==> src/rtl/core/lhm_pkg.sv <==
// Shared types, constants and helper functions of the latency histogram monitor.
`default_nettype none
package lhm_pkg;

    localparam int NUM_BUCKETS       = 64;
    localparam int BKT_W             = 6;
    localparam int COUNT_WIDTH_DEF   = 32;
    localparam int Q_DEPTH           = 4;
    localparam int SUM_W             = 64;
    localparam int DIV_W             = 72;
    localparam int PCT_W             = 7;
    localparam int PCT_DIVISOR       = 100;

    localparam logic [2:0] KIND_SAMPLE  = 3'd0;
    localparam logic [2:0] KIND_BLOCKED = 3'd1;
    localparam logic [2:0] KIND_QUEUE   = 3'd2;
    localparam logic [2:0] KIND_QUERY   = 3'd3;
    localparam logic [2:0] KIND_CLEAR   = 3'd4;

    typedef enum logic [2:0] {
        OP_SAMPLE  = 3'd0,
        OP_BLOCKED = 3'd1,
        OP_QUEUE   = 3'd2,
        OP_QUERY   = 3'd3,
        OP_CLEAR   = 3'd4
    } t_kind;

    typedef struct packed {
        logic [2:0]  kind;
        logic [63:0] sample_ns;
        logic [31:0] q_occupancy;
        logic [31:0] capacity_now;
    } t_in;

    typedef struct packed {
        logic [63:0] avg_latency;
        logic [63:0] p50_bound;
        logic [63:0] p90_bound;
        logic [63:0] p99_bound;
        logic [31:0] sample_count;
        logic [31:0] blocked_events;
        logic [63:0] blocked_total;
        logic [31:0] peak_queue;
        logic [31:0] last_capacity;
    } t_out;

    // classified request handed from front to back
    typedef struct packed {
        t_kind             kind;
        logic [BKT_W-1:0]  bucket;
        logic [63:0]       ns;
        logic [31:0]       qs;
        logic [31:0]       cap;
    } t_op;

    typedef struct packed {
        logic full;
        logic empty;
    } t_q_stat;

    typedef struct packed {
        logic busy;
        logic done;
    } t_div_stat;

    // floor(log2(v)), 0 and 1 both land in bucket 0
    function automatic logic [BKT_W-1:0] log2_idx(input logic [63:0] v);
        logic [BKT_W-1:0] b;
        b = '0;
        for (int i = 1; i < 64; i++) begin
            if (v[i]) b = BKT_W'(i);
        end
        return b;
    endfunction

    function automatic logic [PCT_W-1:0] pct_of(input logic [1:0] idx);
        logic [PCT_W-1:0] p;
        case (idx)
            2'd0:    p = PCT_W'(50);
            2'd1:    p = PCT_W'(90);
            default: p = PCT_W'(99);
        endcase
        return p;
    endfunction

    function automatic logic [63:0] bound_of(input logic [BKT_W-1:0] b);
        return (b == '0) ? 64'd0 : (64'd1 << b);
    endfunction

    function automatic logic [31:0] sat32(input logic [63:0] v);
        return (v[63:32] != 32'd0) ? 32'hFFFF_FFFF : v[31:0];
    endfunction

endpackage
`default_nettype wire

==> src/rtl/core/lhm_front.sv <==
// Front end: takes input requests, drops unused kinds and works out the bucket.
`default_nettype none
module lhm_front
    import lhm_pkg::*;
(
    input  wire logic    i_clk,
    input  wire logic    i_rst_n,
    input  wire logic    i_in_valid,
    output logic         o_in_stall,
    input  t_in          i_item,
    output logic         o_push,
    output t_op          o_op,
    input  t_q_stat      i_qstat
);
    logic r_valid;
    t_in  r_item;
    logic legal, accept;

    always_comb begin
        unique case (r_item.kind) inside
            KIND_SAMPLE, KIND_BLOCKED, KIND_QUEUE, KIND_QUERY, KIND_CLEAR: legal = 1'b1;
            default: legal = 1'b0;
        endcase
    end

    assign o_in_stall = r_valid && i_qstat.full;
    assign accept     = i_in_valid && !o_in_stall;
    assign o_push     = r_valid && !i_qstat.full && legal;

    assign o_op.kind   = t_kind'(r_item.kind);
    assign o_op.bucket = log2_idx(r_item.sample_ns);
    assign o_op.ns     = r_item.sample_ns;
    assign o_op.qs     = r_item.q_occupancy;
    assign o_op.cap    = r_item.capacity_now;

    always_ff @(posedge i_clk) begin
        if (!i_rst_n) begin
            r_valid <= 1'b0;
        end else if (accept) begin
            r_valid <= 1'b1;
        end else if (!i_qstat.full) begin
            r_valid <= 1'b0;
        end
        if (accept) r_item <= i_item;
    end
endmodule
`default_nettype wire

==> config.mk <==
export PLATFORM = sky130hd
export DESIGN_NAME = lhm_front
export DESIGN_NICKNAME = d
export VERILOG_FILES = /design/src/rtl/core/lhm_pkg.sv /design/src/rtl/core/lhm_front.sv
export SDC_FILE = /design/constraint.sdc
export NUM_CORES = 1
export LEC_CHECK = 0
export BUFFER_PORTS_ARGS = -buffer_cell sky130_fd_sc_hd__clkbuf_2
export CAP_MARGIN = 20
export CORE_MARGIN = 3
export CORE_UTILIZATION = 39
export DETAILED_ROUTE_END_ITERATION = 6
export GPL_TIMING_DRIVEN = 0
export MAX_ROUTING_LAYER = met4
export PLACE_DENSITY = 0.75
export SKIP_LAST_GASP = 1
export SLEW_MARGIN = 10
export SYNTH_ARGS = -nofsm -noshare
export SYNTH_HDL_FRONTEND = slang
export SYNTH_SLANG_ARGS = --single-unit
==> constraint.sdc <==
create_clock -name i_clk -period 7.6 [get_ports i_clk]
set_clock_uncertainty 0.05 [all_clocks]
set_input_delay 1.52 -clock i_clk [delete_from_list [all_inputs] [get_ports i_clk]]
set_output_delay 1.52 -clock i_clk [all_outputs]
set_load 0.01 [all_outputs]
==> flow_summary.yaml <==
routing:
  via_per_inst: 5.05
  drt_iter0_drc: 193
  final_antenna_net_count: 0
  vias: 3663
  wl_per_cell_um: 19.0
  first_pass_iters: 4
  drc: 0
  drt-total-wl_um: 13800
clock_network:
  cts_sinks: 132
  clkSlewWorstSetupHoldPaths_ns: 0.06
  post_cts_resized: 0
  cts_tree: "yes"
  htreeDepth: 4
  hold_buffers: 0
  cts_made_buffers: 17
  clk_path_buf_depth: 2
  clock_latency_ns: 0.41
  ctsRootBufferMaster: "clkbuf_16"
  cts_setup_buffers: 0
sta:
  slew_violations: 0
  fin_crit_sh_pct: 51.6
  finalCriticalPeriod_ns: 3.92
  hold_viol_final: 0
  holdWs_ns: 0.650
  setup_tns_ns: 0
  setup_slack_ns: 3.68
  fmax_mhz: 255
  tightest_slew_ns: 0.564
  rsz0062_at_grt: "no"
  max_slew_margin_pct: 62.3
  setup_violations: 0
synth:
  synth_top_cell_by_area: "edfxtp_1"
  synthTopCellsByArea: "edfxtp_1, nor4_1, nor2_1, o21ai_0, inv_1"
  synth_ff_type: "edfxtp_1"
  syn-cell-area_um2: 4790
  yosys-top-cells-count: "edfxtp_1, nor2_1, nor4_1"
  syn_area_per_cell_um2: 17.5
  ys_types: 39
  synth_top_area_share_pct: 82.1
  ys_seq_elements: 132
  synth.most_common_cell: "edfxtp_1"
  syn-num-nets: 410
  synth-edff-count: 131
  syn_inst: 274
  ys_warn_count: 0
  synthArstFlopShare_pct: 0
  yosysSeqAreaShare_pct: 82.5
grt:
  antenna_found_initial: 0
  grt_first_pass_wirelength_um: 19400
  grt_overflow: 0
  grt.total_usage_pct: 20.4
  grt_max_degree: 36
  grt_pass1_vias: 3750
setup_path:
  end_kind: "output port"
  rr_startpoint: "r_valid"
  r2r_end: "o_op[120]"
  startpoint_type: "flop"
  required_ns: 6.03
  critPathKind: "flop to output port"
  r2r_setup_slack_ns: 5.76
  path_max_fanout: 5
  cp.arrival_ns: 2.35
  rr_worst_depth: 4
power_and_ir_drop:
  p_leak_nw: 2.96
  p_per_area_nw_per_um2: 256
  p_total_w: 0.00179
  vdd_ir_drop_max_mv: 0.202
min_path:
  hp-class: "flop to flop"
  min-delay-start: "r_valid"
  min_to: "r_valid"
  whs_path_depth: 2
final_layout:
  drive_gt1_share_pct: 53.3
  syn_to_final_growth_pct: 46.0
  fin_nets: 706
  diodes: 0
  final_area_um2: 6990
floorplanning:
  io_pins: 275
  core_area_um2: 11700
  die_w_um: 117
  num_rows: 39
  die_area_um2: 13600
  start_util_pct: 40.9
  dieHeight_um: 117
placed_design:
  dp_slack_ns: 4.06
  portBuffers: 273
  gp_congestion: 0.857
  dp_hpwl_um: 11100
  dpl-instance-area_um2: 6440
job:
  max_cap_viol_count: 0
run_status:
  outcome: "completed"
-- worst max-delay path: stages, from the launching register on --
cell	delay, ns
edfxtp_1	0.46
nor4_1	0.29
o21ai_1	0.14
a2111oi_1	0.57
o21ai_0	0.18
o211ai_1	0.13
clkbuf_2	0.17
-- layout make-up --
| class | instances | area [µm²] |
|---|---|---|
| Sequential cell | 132 | 3950 |
| Tap cell | 143 | 179 |
| Timing Repair Buffer | 277 | 1460 |
| Fill cell | 927 | 4720 |
| Clock buffer | 21 | 450 |
| Clock inverter | 11 | 104 |
| Inverter | 11 | 41.3 |
| Multi-Input combinational cell | 131 | 802 |
-- worst max-delay path by stage --
stage,slack [ns],cells after the start,end,from
after floorplan,1.95,2,o_op[0],i_qstat[1]
after global placement,0.87,3,o_op[116],i_qstat[1]
after detailed placement,4.06,3,o_in_stall,i_qstat[1]
after CTS,3.66,6,o_op[128],o_op[120]
after global routing,3.35,6,o_op[128],o_op[118]
final,3.68,6,o_op[128],o_op[120]
-- metrics by stage --
| step | utilization (%) | std cells |
|---|---|---|
| 4_1_cts | 59.7 | 726 |
| 3_3_place_gp | 54.1 | 690 |
| 6_report | 59.7 | 726 |
| 2_1_floorplan | - | 274 |
| 5_1_grt | 59.7 | 726 |
| 3_5_place_dp | 55.0 | 694 |
-- per-layer routing --
layer | global-route usage, % | wire, µm
met4 | 11.3 | 561
met1 | 19.5 | 4400
met3 | 9.10 | 1450
met2 | 34.3 | 7400
met5 | - | 0
-- power breakdown --
group          switching [W]  internal (W)
Clock               0.000297      0.000459
Sequential         0.0000317      0.000854
Combinational      0.0000795     0.0000664
Total               0.000408       0.00138
-- kinds of logic (layout without fill, tap and decap cells) --
family / after synthesis / count (layout) / synth area share, %
AO/OA/AOI/OAI: 47 / 47 / 7.34
flip-flops: 132 / 132 / 82.5
buffers and inverters: 11 / 320 / 0.862
AND/OR/NAND/NOR: 84 / 84 / 9.25
-- flip-flops by register name (all words and copies together), names as in the netlist --
name and count:
r_valid 1, o_op 131
-- layout by cell type (no fill, tap or decap), types with 4 or more instances in the layout --
cell,synthesis,final
clkinvlp_4,0,5
nand2_1,7,7
a21oi_1,6,6
clkbuf_16,0,17
o31ai_1,5,5
nor2_1,27,27
edfxtp_1,131,131
nand3_1,5,5
nor4_1,17,17
clkbuf_2,0,273
or4_1,5,5
nor3_1,8,8
nor2b_1,5,4
o21ai_0,9,9
inv_1,11,11
Note: power is estimated with default switching activity, not from simulation.
