<file path="config.mk">
export PLATFORM = sky130hd
export DESIGN_NAME = lhm_fifo
export DESIGN_NICKNAME = d
export VERILOG_FILES = /design/src/rtl/core/lhm_pkg.sv /design/src/rtl/core/lhm_fifo.sv
export SDC_FILE = /design/constraint.sdc
export NUM_CORES = 1
export LEC_CHECK = 0
export BUFFER_PORTS_ARGS = -buffer_cell sky130_fd_sc_hd__clkbuf_2
export CELL_PAD_IN_SITES_DETAIL_PLACEMENT = 1
export CELL_PAD_IN_SITES_GLOBAL_PLACEMENT = 1
export CORE_ASPECT_RATIO = 1.4
export CORE_MARGIN = 2
export CORE_UTILIZATION = 56
export CTS_BUF_LIST = sky130_fd_sc_hd__clkbuf_4 sky130_fd_sc_hd__clkbuf_8
export DETAILED_ROUTE_END_ITERATION = 10
export PLACE_DENSITY_LB_ADDON = 0.12
export SLEW_MARGIN = 25
export SYNTH_ARGS = -nofsm -noshare
export SYNTH_HDL_FRONTEND = slang
export SYNTH_SLANG_ARGS = --single-unit
</file>
<file path="constraint.sdc">
create_clock -name i_clk -period 8.9 [get_ports i_clk]
set_clock_uncertainty 0.2 [all_clocks]
set_input_delay 2.67 -clock i_clk [delete_from_list [all_inputs] [get_ports i_clk]]
set_output_delay 2.67 -clock i_clk [all_outputs]
set_load 0.1 [all_outputs]
</file>
<file path="src/rtl/core/lhm_pkg.sv">
// Shared types, constants and helper functions of the latency histogram monitor.
`default_nettype none
package lhm_pkg;

    localparam int NUM_BUCKETS       = 64;
    localparam int BKT_W             = 6;
    localparam int COUNT_WIDTH_DEF   = 32;
    localparam int Q_DEPTH           = 4;
    localparam int SUM_W             = 64;
    localparam int DIV_W             = 72;
    localparam int PCT_W             = 7;
    localparam int PCT_DIVISOR       = 100;

    localparam logic [2:0] KIND_SAMPLE  = 3'd0;
    localparam logic [2:0] KIND_BLOCKED = 3'd1;
    localparam logic [2:0] KIND_QUEUE   = 3'd2;
    localparam logic [2:0] KIND_QUERY   = 3'd3;
    localparam logic [2:0] KIND_CLEAR   = 3'd4;

    typedef enum logic [2:0] {
        OP_SAMPLE  = 3'd0,
        OP_BLOCKED = 3'd1,
        OP_QUEUE   = 3'd2,
        OP_QUERY   = 3'd3,
        OP_CLEAR   = 3'd4
    } t_kind;

    typedef struct packed {
        logic [2:0]  kind;
        logic [63:0] sample_ns;
        logic [31:0] q_occupancy;
        logic [31:0] capacity_now;
    } t_in;

    typedef struct packed {
        logic [63:0] avg_latency;
        logic [63:0] p50_bound;
        logic [63:0] p90_bound;
        logic [63:0] p99_bound;
        logic [31:0] sample_count;
        logic [31:0] blocked_events;
        logic [63:0] blocked_total;
        logic [31:0] peak_queue;
        logic [31:0] last_capacity;
    } t_out;

    // classified request handed from front to back
    typedef struct packed {
        t_kind             kind;
        logic [BKT_W-1:0]  bucket;
        logic [63:0]       ns;
        logic [31:0]       qs;
        logic [31:0]       cap;
    } t_op;

    typedef struct packed {
        logic full;
        logic empty;
    } t_q_stat;

    typedef struct packed {
        logic busy;
        logic done;
    } t_div_stat;

    // floor(log2(v)), 0 and 1 both land in bucket 0
    function automatic logic [BKT_W-1:0] log2_idx(input logic [63:0] v);
        logic [BKT_W-1:0] b;
        b = '0;
        for (int i = 1; i < 64; i++) begin
            if (v[i]) b = BKT_W'(i);
        end
        return b;
    endfunction

    function automatic logic [PCT_W-1:0] pct_of(input logic [1:0] idx);
        logic [PCT_W-1:0] p;
        case (idx)
            2'd0:    p = PCT_W'(50);
            2'd1:    p = PCT_W'(90);
            default: p = PCT_W'(99);
        endcase
        return p;
    endfunction

    function automatic logic [63:0] bound_of(input logic [BKT_W-1:0] b);
        return (b == '0) ? 64'd0 : (64'd1 << b);
    endfunction

    function automatic logic [31:0] sat32(input logic [63:0] v);
        return (v[63:32] != 32'd0) ? 32'hFFFF_FFFF : v[31:0];
    endfunction

endpackage
`default_nettype wire

</file>
<file path="src/rtl/core/lhm_fifo.sv">
// Short request queue between front and back.
`default_nettype none
module lhm_fifo
    import lhm_pkg::*;
(
    input  wire logic i_clk,
    input  wire logic i_rst_n,
    input  wire logic i_push,
    input  t_op       i_op,
    input  wire logic i_pop,
    output t_op       o_op,
    output t_q_stat   o_stat
);
    localparam int PTR_W = $clog2(Q_DEPTH);

    t_op              r_mem [Q_DEPTH];
    logic [PTR_W-1:0] r_wp, r_rp;
    logic [PTR_W:0]   r_cnt;

    assign o_op         = r_mem[r_rp];
    assign o_stat.full  = r_cnt == (PTR_W+1)'(Q_DEPTH);
    assign o_stat.empty = r_cnt == '0;

    always_ff @(posedge i_clk) begin
        if (!i_rst_n) begin
            r_wp  <= '0;
            r_rp  <= '0;
            r_cnt <= '0;
        end else begin
            if (i_push) r_wp <= r_wp + PTR_W'(1);
            if (i_pop)  r_rp <= r_rp + PTR_W'(1);
            if (i_push && !i_pop)      r_cnt <= r_cnt + (PTR_W+1)'(1);
            else if (i_pop && !i_push) r_cnt <= r_cnt - (PTR_W+1)'(1);
        end
        if (i_push) r_mem[r_wp] <= i_op;
    end
endmodule
`default_nettype wire

</file>
==> impl_metrics.toml, run 1 <==
[yosys]
netlist-cell-type-count = 21
yosys_most_used_dff = "edfxtp_1"
synth_top_area_cell = "edfxtp_1"
avgSynthCellArea_sq_um = 26.6
synth.net_count = 905
synth_largest_type_area_fraction = 0.815
synthesis.instances = 758
number_of_synthesized_flops_with_an_enable_pin = 548
syn_area_sq_um = 20200
synth_seq_cells = 557
synthTopCellsByArea = "edfxtp_1, mux4_2, dfxtp_1"
seq_area_frac_synth = 0.824
async_flop_share = 0
yosys_warnings = 0

[power_and_ir_drop]
pwr-share-clk = 0.311
max-vdd-ir-drop_mv = 0.210
power.density_cell_area_nw_per_um2 = 262
leakage_nw = 8.03
intPower_w = 0.00426
pwr-share-seq = 0.494
p_switching_w = 0.00192
power_switching_share = 0.311
comb_power_share = 0.195

[sta]
timing_hold_violations_final = 0
max_freq_ghz = 0.172
timing_worst_slew_pin_value_ns = 0.992
final_period_minus_worst_setup_slack_ns = 5.83
postLayoutSetupSlackWorst_ns = 3.07
totalNegativeSetupSlack_ns = 0
timing_max_transition_violations_final = 0
finalSetupViolCount = 0
period_utilisation_layout = 0.655
max_slew_margin = 0.339
unrepaired_setup_endpoints_after_global_routing = "false"

[routing]
route.detailed.vias_per_inst = 5.67
totalWireLength_um = 40400
drc_errors = 0
vias = 9248
wl_per_cell_um = 24.8
drtIter0Drc = 671
final_antenna_net_count = 0
detailedRoute.firstPassIterationCount = 5

[global_routing]
groute.usage.overall = 0.222
first_pass_grt_wire_length_um = 61200
antenna_found_initial = 7
grt_max_degree = 91
globalRoute.totalOverflow = 0
first_global_vias = 10200

[clock_tree]
cts-buffers-inserted = 82
postCtsResizedCells = 0
clk_pin_slew_ns = 0.06
cts_tree = "yes"
clk_root_buffer_cell = "clkbuf_8"
cts-hold-fix-buffers = 0
cts.sink_count = 557
clock_insertion_delay_worst_skew_ns = 0.62
cts-htree-levels = 3
cts_setup_buffers = 0
clock_tree.buffer_depth = 3

[placed_design]
io_buffer_count = 279
place.detailed.hpwl_um = 24600
gp_congestion = 0.693
detailedPlace.worstSlack_ns = 3.68

[status]
outcome = "completed"

[setup_path]
cp_cell_sequence = "buf_12, mux4_2, clkbuf_2"
worst_ep_required_time_ns = 6.03
worst_setup_path_end_kind = "output pin"
critPathKind = "register to output pin"
worstSetupStartpointType = "register"
timing.critical_path.max_delay_family = "flip-flops"
arrival_ns = 2.96
cpPeakStageDelay_ns = 0.97
worst-path-max-fanout = 78
cp_slowest_cell = "dfxtp_4"
cp_num_buf_inv = 2

[die]
coreArea_sq_um = 35700
dieArea_sq_um = 37600
floorplan.die.width_um = 164
dieHeight_um = 229
rows = 82
io_pins = 280
initial_core_util = 0.565

[min_path]
holdCritPathClass = "register to register"

[run]
drv.max_cap_violation_count = 0

[finish]
flow.area_growth_from_synthesis_pct = 17.2
final_layout_size_suffix_gt1_frac = 0.480
number_of_filler_instances_in_the_final_layout = 2931
fin_nets = 1249
-- worst register-to-register path: cells and delay by family, from the launching register on --
kind	cells	cell delay (ns)
DFF	1	0.35
buffers and inverters	2	0.92
and+or+nand+nor	1	0.72
adders and majority gates	1	0.14
-- cell type report --
cell class | instances | area [sq um] | area share
Timing Repair Buffer | 290 | 1510 | 0.0638
Multi-Input combinational cell | 167 | 3350 | 0.141
Sequential cell | 557 | 16600 | 0.704
Tap cell | 462 | 578 | 0.0244
Antenna cell | 5 | 12.5 | 0.000529
Inverter | 4 | 15.0 | 0.000635
Clock inverter | 33 | 159 | 0.00672
Clock buffer | 113 | 1390 | 0.0586
-- power groups by stage --
stage	sequential (W)	clock (W)	combinational, W
after global placement	0.00310	0	0.00121
after floorplan	0.00310	0	0.00101
after CTS	0.00306	0.00198	0.00122
after detailed placement	0.00311	0	0.00122
after global routing	0.00307	0.00207	0.00125
final	0.00306	0.00192	0.00121
-- through the flow --
| stage | std cells | total power (W) | util | area [sq um] | hold WS, ns |
|---|---|---|---|---|---|
| 2_1_floorplan | 758 | 0.00412 | - | 20200 | 0.272 |
| 3_3_place_gp | 1480 | 0.00431 | 0.619 | 22100 | 0.294 |
| 3_5_place_dp | 1480 | 0.00433 | 0.619 | 22100 | 0.316 |
| 4_1_cts | 1626 | 0.00626 | 0.662 | 23600 | 0.326 |
| 5_1_grt | 1630 | 0.00639 | 0.662 | 23600 | 0.355 |
| 6_report | 1631 | 0.00619 | 0.662 | 23600 | 0.324 |
-- routing by layer --
metal  global-route usage  routed length [um]
met1                0.282               15200
met2                0.358               20700
met3               0.0595                2890
met4                0.107                1590
met5                    0                  45
-- sequential cells by signal, summed over array words and instances, names as in the netlist, named ones only --
register and flops:
r_rp 2, r_wp 2, r_mem 548, r_cnt 3
-- final timing paths --
path              startpoint            to  slack (ns)  cells after the start
setup reg to reg     r_wp[0]  r_mem[0][32]        6.12                      4
setup / recovery    register     o_op[123]        3.07                      3
hold reg to reg     r_cnt[2]      r_cnt[2]        0.32                      2
hold / removal      r_cnt[2]      r_cnt[2]        0.32                      2
-- cells in the final DEF (no fill, tap or decap) --
| cell type | n |
|---|---|
| edfxtp_1 | 548 |
| clkbuf_2 | 279 |
| mux4_2 | 137 |
| clkbuf_8 | 86 |
| clkbuf_4 | 27 |
| clkinv_1 | 20 |
| buf_4 | 8 |
| clkinv_2 | 7 |
| dfxtp_1 | 7 |
| diode_2 | 5 |
| and2_1 | 5 |
| ha_1 | 5 |
| inv_1 | 4 |
| and2_4 | 4 |
| xor2_1 | 3 |
| clkinvlp_4 | 3 |
| inv_6 | 3 |
| xnor2_1 | 2 |
| mux2i_1 | 2 |
| nor2b_1 | 2 |
| dfxtp_4 | 2 |
| buf_12 | 2 |
| nor3b_1 | 1 |
| nor3_1 | 1 |
| nand2_1 | 1 |
| o21ai_0 | 1 |
| or3_1 | 1 |
| a21boi_0 | 1 |
| fa_1 | 1 |
| buf_6 | 1 |
-- cell families after synthesis --
family / after synthesis / share of synthesized area
fa+ha+maj: 6 / 0.00409
mux: 139 / 0.154
simple gates: 15 / 0.00453
flops: 557 / 0.824
compound gates: 2 / 0.000620
xor+xnor: 5 / 0.00217
buf+inv: 34 / 0.0104
-- synth_stat cells (all sizes together), types with 2 or more instances --
cell type and n:
and2 9, edfxtp 548, dfxtp 9, nor2b 2
inv 4, xnor2 2, mux2i 2, mux4 137
buf 29, xor2 3, ha 5
No activity file was read; power rests on OpenSTA's default activity.
==> inputs of run 2 (changes only) <==
--- a/config.mk
+++ b/config.mk
@@ -10,7 +10,7 @@
 export CELL_PAD_IN_SITES_GLOBAL_PLACEMENT = 1
 export CORE_ASPECT_RATIO = 1.4
 export CORE_MARGIN = 2
-export CORE_UTILIZATION = 56
+export CORE_UTILIZATION = 47
 export CTS_BUF_LIST = sky130_fd_sc_hd__clkbuf_4 sky130_fd_sc_hd__clkbuf_8
 export DETAILED_ROUTE_END_ITERATION = 10
 export PLACE_DENSITY_LB_ADDON = 0.12
==> constraint.sdc (replaced) <==
create_clock -name i_clk -period 5.1 [get_ports i_clk]
set_clock_uncertainty 0.2 [all_clocks]
set_input_delay 1.53 -clock i_clk [delete_from_list [all_inputs] [get_ports i_clk]]
set_output_delay 1.53 -clock i_clk [all_outputs]
set_load 0.1 [all_outputs]
==> run 2 against run 1 <==
  * Sequential cell count stayed put
  * Critical path depth stayed put
  * Count of clock-buffer cells in the layout is 5 lower
  * Via count is 1.2% lower
  * Register-to-register slack worse by 3.2 ns
  * Clock power is 74% higher
  * Largest cell class unchanged
  * Critical path type unchanged
  * Final cell count is 5.0% higher
  * Global-route usage is 3.5 points lower
  * Sequential power is 74% higher
  * Total power is 75% higher
  * Hold slack worse by 0.016 ns
==> impl_metrics.toml, run 2 (same netlist as run 1, synthesis figures left out) <==
[global_routing]
grt_max_degree = 60
grt_use_met2 = 0.304
groute.usage.overall = 0.187
antenna_found_initial = 9
globalRoute.totalOverflow = 0
grt_use_met3 = 0.0571
busiest_layer = "met2"
first_global_vias = 10200
first_pass_grt_wire_length_um = 61400
grt_util_met1 = 0.231

[die]
initial_core_util = 0.477
coreArea_sq_um = 42300
dieHeight_um = 249
floorplan.die.width_um = 179
rows = 89
dieArea_sq_um = 44600
io_pins = 280

[clock_tree]
postCtsResizedCells = 0
clk_root_buffer_cell = "clkbuf_8"
cts_setup_buffers = 0
cts_tree = "yes"
cts-htree-levels = 3
clk_pin_slew_ns = 0.06
clock_tree.buffer_depth = 3
cts-buffers-inserted = 82
cts-hold-fix-buffers = 0
clock_insertion_delay_worst_skew_ns = 0.61
cts.sink_count = 557

[finish]
final_cell_mix = "edfxtp_1, clkbuf_2, mux4_2, clkbuf_8, clkbuf_4"
final_layout_size_suffix_gt1_frac = 0.482
registers.top_by_ff_count = "r_mem"
number_of_flip_flops_under_the_largest_register_name = 548
fin_nets = 1255
flow.area_growth_from_synthesis_pct = 18.5
most_common_cell_after_layout_fill_and_taps_aside = "edfxtp_1"
largestRegisters = "r_mem (548), r_cnt (3)"

[placed_design]
gp_congestion = 0.721
place.detailed.hpwl_um = 24800
io_buffer_count = 279

[sta]
timing_hold_violations_final = 0
max_slew_margin = 0.564
timing_max_transition_violations_final = 0
max_freq_ghz = 0.227
totalNegativeSetupSlack_ns = 0
timing_worst_slew_pin_value_ns = 0.654
finalSetupViolCount = 0
unrepaired_setup_endpoints_after_global_routing = "false"
final_period_minus_worst_setup_slack_ns = 4.41
period_utilisation_layout = 0.865

[setup_path]
cp_slowest_cell = "dfxtp_4"
cp_cell_sequence = "buf_12, mux4_2, clkbuf_2"
crit_cells = 3
cpPeakStageDelay_ns = 0.74
cp_num_buf_inv = 2
r2r-start = "r_wp[1]"
worstSetupStartpointType = "register"
r2r-end = "r_mem[1][0]"
timing.critical_path.max_delay_family = "flip-flops"
worst_ep_required_time_ns = 3.37
arrival_ns = 2.68
worst-path-max-fanout = 27
critPathKind = "register to output pin"
reg2reg_slack_ns = 2.92
worst_setup_path_end_kind = "output pin"
r2r.worst_path.cells = 4

[routing]
totalWireLength_um = 40500
final_antenna_net_count = 0
wl_per_cell_um = 23.6
drc_errors = 0
vias = 9140
route.detailed.vias_per_inst = 5.34
detailedRoute.firstPassIterationCount = 4
drtIter0Drc = 515

[min_path]
hold_end = "r_cnt[2]"
hold-path-cell-count = 2
holdCritPathClass = "register to register"
hp-start = "r_cnt[2]"

[power_and_ir_drop]
power.total_w = 0.0108
leakage_nw = 8.10
max-vdd-ir-drop_mv = 0.295
power.density_cell_area_nw_per_um2 = 452

[status]
outcome = "completed"

[run]
drv.max_cap_violation_count = 0
-- run 2: where the power goes --
group | internal, W | switching [W]
clock network | 0.00177 | 0.00158
registers | 0.00526 | 0.0000735
logic | 0.000438 | 0.00169
total | 0.00747 | 0.00334
-- run 2: routing by layer --
metal | vias to the layer above | share of wire
met1 | 4767 | 0.38
li1 | 4004 | -
met3 | 76 | 0.072
met2 | 287 | 0.52
met5 | - | 0.00084
met4 | 6 | 0.030
-- run 2: cell type report --
cell class | count | area [sq um]
inverter | 4 | 15.0
multi-input combinational | 167 | 3350
antenna | 6 | 15.0
timing repair buffer | 296 | 1710
fill | 3686 | 18400
sequential | 557 | 16600
tap | 546 | 683
clock buffer | 108 | 1360
clock inverter | 29 | 153
-- run 2: through the flow --
step                instance area [sq um]  hold WS, ns  std cells  setup WS (ns)  utilization
floorplan                           20200        0.272        758          0.817            -
global placement                    22400        0.296       1570           1.24        0.529
detailed placement                  22400        0.307       1570           1.22        0.529
CTS                                 23900        0.315       1707          0.516        0.565
global route                        23900        0.359       1713          0.475        0.565
finish                              23900        0.308       1713          0.689        0.565
-- run 2: how the worst max path moves through the flow --
stage	endpoint	slack (ns)
after floorplan	o_stat[1]	0.82
after global placement	o_op[2]	1.24
after detailed placement	o_op[125]	1.22
after CTS	o_op[125]	0.52
after global routing	o_op[125]	0.47
final	o_op[38]	0.69
-- run 2: worst register-to-register path, stage by stage, from the launching register on --
cell	delay [ns]
dfxtp_1	0.34
inv_1	0.10
ha_1	0.16
and2_4	0.57
buf_12	0.39
